===== src/design/vwh_pkg.sv =====
// Shared types and constants for the visual word histogram core.
`default_nettype none
package vwh_pkg;

	// Field and storage widths fixed by the interface.
	localparam int ELEM_W      = 16;
	localparam int COUNT_W     = 16;
	localparam int SUM_W       = 32;
	localparam int ROOT_W      = 17;
	localparam int DEF_MAX_DIM   = 128;
	localparam int DEF_MAX_WORDS = 256;

	localparam logic [COUNT_W-1:0] COUNT_MAX = '1;
	localparam logic [15:0]        NORM_ONE  = 16'd32768;

	// Input actions.
	localparam logic [2:0] ACT_LOAD   = 3'd0;
	localparam logic [2:0] ACT_DESC   = 3'd1;
	localparam logic [2:0] ACT_FINISH = 3'd2;
	localparam logic [2:0] ACT_READ   = 3'd3;
	localparam logic [2:0] ACT_CLEAR  = 3'd4;

	// Result kinds.
	localparam logic [1:0] KIND_WORD   = 2'd0;
	localparam logic [1:0] KIND_FINISH = 2'd1;
	localparam logic [1:0] KIND_BIN    = 2'd2;

	// Configuration register indexes.
	localparam logic [1:0] CFG_WORDS = 2'd0;
	localparam logic [1:0] CFG_LEN   = 2'd1;

	typedef enum logic [2:0] {
		S_IDLE,
		S_SCAN,
		S_HRD,
		S_HUPD,
		S_ROOT,
		S_BRD,
		S_BDAT,
		S_DIV
	} vwh_state_t;

	// Command to the shared root and divide unit.
	typedef struct packed {
		logic start;
		logic is_root;
	} vwh_op_t;

	// One result transaction.
	typedef struct packed {
		logic [1:0]         kind;
		logic [7:0]         word;
		logic [COUNT_W-1:0] total;
		logic [COUNT_W-1:0] count;
		logic [15:0]        value;
		logic               ovf;
	} vwh_res_t;

endpackage
`default_nettype wire


===== src/design/vwh_rootdiv.sv =====
// Shared bit-serial unit: integer square root or unsigned division, one bit per cycle.
`default_nettype none
module vwh_rootdiv (
	input  wire logic                       clk,
	input  wire logic                       arst_n,
	input  wire vwh_pkg::vwh_op_t           op,
	input  wire logic [vwh_pkg::SUM_W-1:0]  a,
	input  wire logic [vwh_pkg::ROOT_W-1:0] b,
	output logic                            done,
	output logic [vwh_pkg::SUM_W-1:0]       q
);
	import vwh_pkg::*;

	logic              busy_q, done_q, root_q;
	logic [4:0]        cnt_q;
	logic [19:0]       rem_q;
	logic [SUM_W-1:0]  x_q, q_q;
	logic [ROOT_W-1:0] b_q;
	logic [19:0]       rsh, trial, rnew;
	logic              ge;

	// One compare-subtract step, shared by both operations.
	always_comb begin
		if (root_q) begin
			rsh   = {rem_q[17:0], x_q[SUM_W-1 -: 2]};
			trial = {1'b0, q_q[ROOT_W-1:0], 2'b01};
		end else begin
			rsh   = {rem_q[18:0], x_q[SUM_W-1]};
			trial = {3'b000, b_q};
		end
		ge   = rsh >= trial;
		rnew = ge ? rsh - trial : rsh;
	end

	// Control of the iteration.
	always_ff @(posedge clk or negedge arst_n) begin
		if (!arst_n) begin
			busy_q <= 1'b0;
			done_q <= 1'b0;
			cnt_q  <= '0;
		end else begin
			done_q <= 1'b0;
			if (op.start) begin
				busy_q <= 1'b1;
				cnt_q  <= op.is_root ? 5'd15 : 5'd31;
			end else if (busy_q) begin
				cnt_q <= cnt_q - 5'd1;
				if (cnt_q == 5'd0) begin
					busy_q <= 1'b0;
					done_q <= 1'b1;
				end
			end
		end
	end

	// Datapath registers.
	always_ff @(posedge clk) begin
		if (op.start) begin
			root_q <= op.is_root;
			rem_q  <= '0;
			q_q    <= '0;
			x_q    <= a;
			b_q    <= b;
		end else if (busy_q) begin
			rem_q <= rnew;
			q_q   <= {q_q[SUM_W-2:0], ge};
			x_q   <= root_q ? {x_q[SUM_W-3:0], 2'b00} : {x_q[SUM_W-2:0], 1'b0};
		end
	end

	assign done = done_q;
	assign q    = q_q;

	// A result appears only at the end of a running operation.
	a_done_busy: assert property (@(posedge clk) disable iff (!arst_n)
		done_q |-> $past(busy_q)) else $error("done without a running operation");
	a_no_restart: assert property (@(posedge clk) disable iff (!arst_n)
		busy_q |-> !op.start) else $error("start while busy");
	a_root_width: assert property (@(posedge clk) disable iff (!arst_n)
		(done_q && root_q) |-> (q_q[SUM_W-1:16] == '0))
		else $error("square root wider than 16 bits");

endmodule
`default_nettype wire


===== config.mk =====
export PLATFORM = sky130hd
export DESIGN_NAME = vwh_rootdiv
export DESIGN_NICKNAME = d
export VERILOG_FILES = /design/src/design/vwh_pkg.sv /design/src/design/vwh_rootdiv.sv
export SDC_FILE = /design/constraint.sdc
export NUM_CORES = 1
export LEC_CHECK = 0
export ABC_AREA = 1
export BUFFER_PORTS_ARGS = -buffer_cell sky130_fd_sc_hd__buf_2
export CAP_MARGIN = 10
export CORE_MARGIN = 5
export CORE_UTILIZATION = 45
export DETAILED_ROUTE_END_ITERATION = 6
export PLACE_DENSITY = 0.63
export SLEW_MARGIN = 20
export SYNTH_ARGS = -nofsm -noshare
export SYNTH_HDL_FRONTEND = slang
export SYNTH_SLANG_ARGS = --single-unit

===== constraint.sdc =====
create_clock -name clk -period 3.9 [get_ports clk]
set_input_delay 0.78 -clock clk [delete_from_list [all_inputs] [get_ports clk]]
set_output_delay 0.78 -clock clk [all_outputs]
set_load 0.02 [all_outputs]

==> impl_metrics.toml, run 1 <==
[layout]
n_fill_cell = 1335
antennaDiodeCount = 0
nets = 951
area_delta_synth_final_pct = 14.8
drive_above_1_share = 0.138

[cts]
cts_max_path_buffers = 2
cts_buffers = 9
clkLatencyLatePin_ns = 0.36
clk_pin_slew_ns = 0.08
htree_levels = 3
cts_sinks = 108
post-cts-setup-buffers = 0
cts_tree = "done"
ctsResizeCount = 0
cts_hold_buf = 0
clock_tree.root_cell = "clkbuf_16"

[worst_setup_path]
reg2reg_depth = 15
critPathCaptureType = "flip-flop"
cp_slowest_stage_delay_ns = 0.43
startpoint = "root_q"
r2r_setup_slack_ns = 0.71
crit_cells = 15
crit_buf_inv = 2
crit_arrival_ns = 3.45
cp_top_family = "simple AND/OR/NAND/NOR gates"
crit_fanout = 94
crit_slowest_cell = "fa_1"
r2r-start = "root_q"
critPathKind = "reg -> reg"
worstReg2RegEnd = "rem_q[13]"
start_kind = "flip-flop"
cp_cell_sequence = "buf_12 > mux2i_1 > ha_1 > inv_1 > fa_1 > nand3_1 > nand3_1 > nand3_1 > nand3_2 > nand2_2 > nand2_4 > nand2_4 > nand2_1 > nand2_1 > nand2_1"
worstPathRequired_ns = 4.16
cp-endpoint = "rem_q[13]"

[yosys]
avgSynthCellArea_um2 = 7.37
synth_area_um2 = 5970
synth_nets = 884
synth.distinct_cells = 37
ys_seq_area_frac = 0.452
yosys_warnings = 0
syn_inst = 809
synth_seq_cells = 108

[route]
wl_per_cell_um = 14.2
viasPerCell = 5.06
remaining_drc_errors = 0
drt_iter0_markers = 494
drt-total-wl_um = 15000
drt-pass1-iter-count = 5
postRouteAntennaNets = 0
vias = 5347

[timing]
worstMarginPinSlew_ns = 0.990
clock_skew_ns = 0.00756
finalSetupTns_ns = 0
finalHoldViolCount = 0
finalSetupViolCount = 0
fin_crit_ns = 3.19
rsz0062_at_grt = "no"
relSlewSlack = 0.340
min_period_over_period = 0.819
hold_ws_ns = 0.237
timing.fmax_ghz = 0.313
final_max_slew_viol_count = 0

[floorplan]
die_area_um2 = 15700
start_util = 0.454
core_area_um2 = 13100
ioPinCount = 86
die_width_um = 125
num_rows = 42
die_h_um = 125

[grt]
grt_max_degree = 95
overflow = 0
grt_pass1_vias = 4940
antenna_found_initial = 0
track_usage = 0.190
grt_pass1_wl_um = 24400

[place]
gp_congestion = 0.895
hpwlAfterDp_um = 10900
port-buffer-count = 85

[pwr]
irDropWorstVdd_v = 0.000303
cellLeakagePower_nw = 3.28
power_density_nw_per_um2 = 582

[run]
max_cap_violations = 0

[run_status]
status = "complete, no violations"

[min_path]
hold_class = "in -> async"
==> worst register-to-register path, delay by kind of cell, from the launching register on <==
kind / cells / cell delay [ns]
buffers and inverters: 2 / 0.42
and+or+nand+nor: 10 / 1.36
DFF: 1 / 0.41
muxes: 1 / 0.31
adders and majority gates: 2 / 0.62
==> stage by stage <==
step | total power [mW] | util | setup slack, ns | instance area (um^2) | cells
3_5_place_dp | 3.01 | 0.497 | 0.747 | 6530 | 1041
6_report | 3.99 | 0.521 | 0.705 | 6850 | 1057
5_1_grt | 4.30 | 0.521 | 0.437 | 6850 | 1057
4_1_cts | 4.00 | 0.521 | 0.733 | 6850 | 1057
3_3_place_gp | 3.02 | 0.497 | 0.831 | 6530 | 1041
2_1_floorplan | 2.67 | - | 1.22 | 5970 | 809
==> Yosys cell counts (all sizes together) <==
master	count	area, um^2
dfrtp	7	175
nor2	66	265
a21oi	74	374
nor3	4	25.0
fa	1	20.0
xor2	5	43.8
edfxtp	50	1500
ha	21	263
a22oi	1	7.51
o21ai	42	210
buf	14	77.6
inv	101	379
or2	2	12.5
mux2i	1	10.0
xnor2	3	26.3
o221ai	1	8.76
o22ai	30	188
dfxtp	51	1020
clkbuf	21	78.8
clkinv	1	3.75
nand4	4	25.0
nand2	258	986
nand3	49	250
o21bai	1	7.51
and2	1	6.26
==> sequential cells by signal, summed over array words and instances, names as in the netlist <==
signal  cells
b_q        17
busy_q      1
cnt_q       5
done        1
q          32
rem_q      19
root_q      1
x_q        32
==> where the power goes <==
| group | internal (mW) | leakage, nW | switching, mW |
|---|---|---|---|
| Sequential | 1.34 | 1.00 | 0.0788 |
| Combinational | 0.546 | 2.12 | 1.05 |
| Clock | 0.498 | 0.158 | 0.478 |
==> layer usage <==
layer  vias up  GRT usage  share of wire
met5         -          0              0
met4         0     0.0631          0.021
met1      2413      0.262           0.47
li1       2782          -              -
met3        22     0.0495          0.058
met2       130      0.291           0.45
==> cell families after synthesis <==
family                     count (synthesis)  synth area share
AOI/OAI and AO/OA                        149             0.133
xor gates and xnor gates                   8            0.0117
adders and majority gates                 22            0.0474
buffers and inverters                    137            0.0904
DFF                                      108             0.452
muxes                                      1           0.00168
and+or+nand+nor                          384             0.263
==> final cells by class <==
type / count / area (um^2) / area share
Tap cell: 176 / 220 / 0.0322
Clock inverter: 6 / 72.6 / 0.0106
Multi-Input combinational cell: 564 / 2730 / 0.399
Timing Repair Buffer: 91 / 495 / 0.0724
Inverter: 102 / 383 / 0.0559
Clock buffer: 10 / 250 / 0.0365
Sequential cell: 108 / 2700 / 0.394
==> cell usage in the layout, fill, tap and decap left out, types with 2 or more instances in the layout <==
cell	instances
xor2_1	5
clkinv_4	2
o22ai_1	30
ha_1	21
o21ai_1	4
nand3_1	48
nand4_1	4
buf_2	85
dfxtp_1	51
nor3_1	3
inv_8	2
buf_4	4
edfxtp_1	50
buf_12	2
clkbuf_16	10
inv_2	2
or2_2	2
xnor2_1	3
o21ai_0	38
nand2_4	2
nand2_1	255
a21oi_1	73
dfrtp_1	7
inv_1	100
nor2_1	61
nor2_2	4
==> worst min path at each step <==
stage	start	end	slack, ns	depth (start not counted)
2_1_floorplan	rem_q[18]	rem_q[18]	0.43	2
3_3_place_gp	rem_q[18]	rem_q[18]	0.44	2
3_5_place_dp	rem_q[11]	rem_q[11]	0.44	2
4_1_cts	arst_n	cnt_q[3]	0.24	1
5_1_grt	arst_n	cnt_q[4]	0.24	1
6_report	arst_n	cnt_q[2]	0.24	1
Note: power is estimated with default switching activity, not from simulation.
==> run 2, diff against run 1 <==
Settings changed: PLACE_DENSITY 0.63 to 0.66.
Clock period 3.9 ns to 2.7 ns, I/O delays scaled along.
==> impl_metrics.toml, run 2 (synthesis gave the netlist of run 1 again) <==
[worst_setup_path]
r2r-start = "root_q"
critPathKind = "reg -> reg"
startpoint = "root_q"
worstReg2RegEnd = "rem_q[1]"
worstPathRequired_ns = 2.93
reg2reg_depth = 14
crit_fanout = 11
crit_arrival_ns = 2.84
start_kind = "flip-flop"
crit_slowest_cell = "edfxtp_1"
cp_slowest_stage_delay_ns = 0.49
cp_cell_sequence = "buf_12 > buf_6 > or2_2 > ha_1 > inv_2 > fa_2 > nand3_1 > nand3_2 > nand3_2 > nand3_2 > nand2_4 > buf_6 > a21oi_1 > o21ai_0"
r2r_setup_slack_ns = 0.1
crit_path_frequent_cell = "nand3_2"
critPathCaptureType = "flip-flop"

[cts]
clkLatencyLatePin_ns = 0.35
cts_hold_buf = 0
clk_pin_slew_ns = 0.07
cts_sinks = 108
cts_max_path_buffers = 2
cts_tree = "done"
htree_levels = 3
clock_tree.root_cell = "clkbuf_16"
cts_buffers = 9

[route]
postRouteAntennaNets = 0
drt-total-wl_um = 16200
remaining_drc_errors = 0
vias = 5575
drt-pass1-iter-count = 5
drt_iter0_markers = 311
wl_per_cell_um = 14.7
viasPerCell = 5.06

[grt]
grt_max_degree = 59
grt_pass1_vias = 5096
antenna_found_initial = 0
grt_pass1_wl_um = 24500
overflow = 0
track_usage = 0.190

[layout]
nets = 996
antennaDiodeCount = 0
stdcell_count = 1102
n_fill_cell = 1263
mostFrequentLayoutCell = "nand2_1"
final_cell_area_um2 = 7420
final_cell_mix = "250 x nand2_1, 98 x inv_1, 85 x buf_2, 69 x a21oi_1, 59 x nor2_1"
drive_above_1_share = 0.211
area_delta_synth_final_pct = 24.4

[pwr]
irDropWorstVdd_v = 0.000386
cellLeakagePower_nw = 3.54
power_density_nw_per_um2 = 837

[min_path]
hold_class = "in -> async"

[timing]
final_max_slew_viol_count = 0
hold_ws_ns = 0.0111
relSlewSlack = 0.604
min_period_over_period = 0.964
clock_skew_ns = 0.0109
finalSetupTns_ns = 0
timing.fmax_ghz = 0.384
worstMarginPinSlew_ns = 0.593
fin_crit_ns = 2.60
finalHoldViolCount = 0
finalSetupViolCount = 0

[floorplan]
core_area_um2 = 13100
ioPinCount = 86
die_width_um = 125
start_util = 0.454
die_h_um = 125
num_rows = 42
die_area_um2 = 15700

[place]
place_inst = 1073
port-buffer-count = 85
placed_area_um2 = 6770
hpwlAfterDp_um = 11400
gp_congestion = 0.971

[run]
max_cap_violations = 0

[run_status]
status = "complete, no violations"
-- run 2: cell types whose count changed in the layout (fill, tap and decap cells not counted), moves of 4 or more --
cell / previous run / this run
buf_4: 4 / 37
buf_6: 0 / 8
ha_1: 21 / 16
o21ai_2: 0 / 6
nand2_1: 255 / 250
a21oi_1: 73 / 69
ha_4: 0 / 5
nand2_2: 1 / 5
o21ai_0: 38 / 16
o21ai_1: 4 / 20
a21oi_2: 1 / 5
-- run 2: layer usage --
layer	GRT usage	vias to the layer above	routed length, um
met5	0	-	0
met1	0.261	2560	7470
met4	0.0625	0	233
li1	-	2861	-
met3	0.0435	17	904
met2	0.300	137	7550
-- run 2: worst max path at each step --
stage | end | slack, ns | depth (start not counted)
floorplan | rem_q[18] | 0.02 | 16
global placement | rem_q[15] | 0.03 | 14
detailed placement | rem_q[13] | 0.06 | 14
CTS | rem_q[13] | 0.02 | 14
global route | rem_q[17] | -0.04 | 18
finish | rem_q[1] | 0.1 | 14
-- run 2: through the flow --
stage | util | power, mW | worst slack (ns)
finish | 0.565 | 6.21 | 0.0959
global route | 0.565 | 6.68 | -0.0381
CTS | 0.538 | 5.91 | 0.0179
detailed placement | 0.515 | 4.56 | 0.0628
global placement | 0.515 | 4.54 | 0.0314
floorplan | - | 3.85 | 0.0199
-- run 2: final cells by class --
class | count | area (um^2) | share of cell area
Clock buffer | 10 | 229 | 0.0309
Clock inverter | 6 | 70.1 | 0.00944
Inverter | 102 | 385 | 0.0519
Multi-Input combinational cell | 564 | 2900 | 0.391
Sequential cell | 108 | 2700 | 0.364
Tap cell | 176 | 220 | 0.0297
Timing Repair Buffer | 136 | 918 | 0.124
-- run 2: power by group --
part	switching, mW	internal [mW]	leakage (nW)
Clock	0.619	0.728	0.141
Combinational	1.67	1.12	2.39
Sequential	0.132	1.94	1.00
Total	2.42	3.79	3.54
-- run 2: what timing repair did --
action / in CTS / in global routing
resized for setup: 0 / 65
setup endpoints to repair: 0 / 20
setup buffers: 0 / 9
-- run 2: critical path: cells and delay by family (launching register included) --
family / cells / cell delay [ns]
AOI/OAI and AO/OA: 2 / 0.25
adders and majority gates: 2 / 0.39
buffers and inverters: 4 / 0.58
DFF: 1 / 0.49
and+or+nand+nor: 6 / 0.76
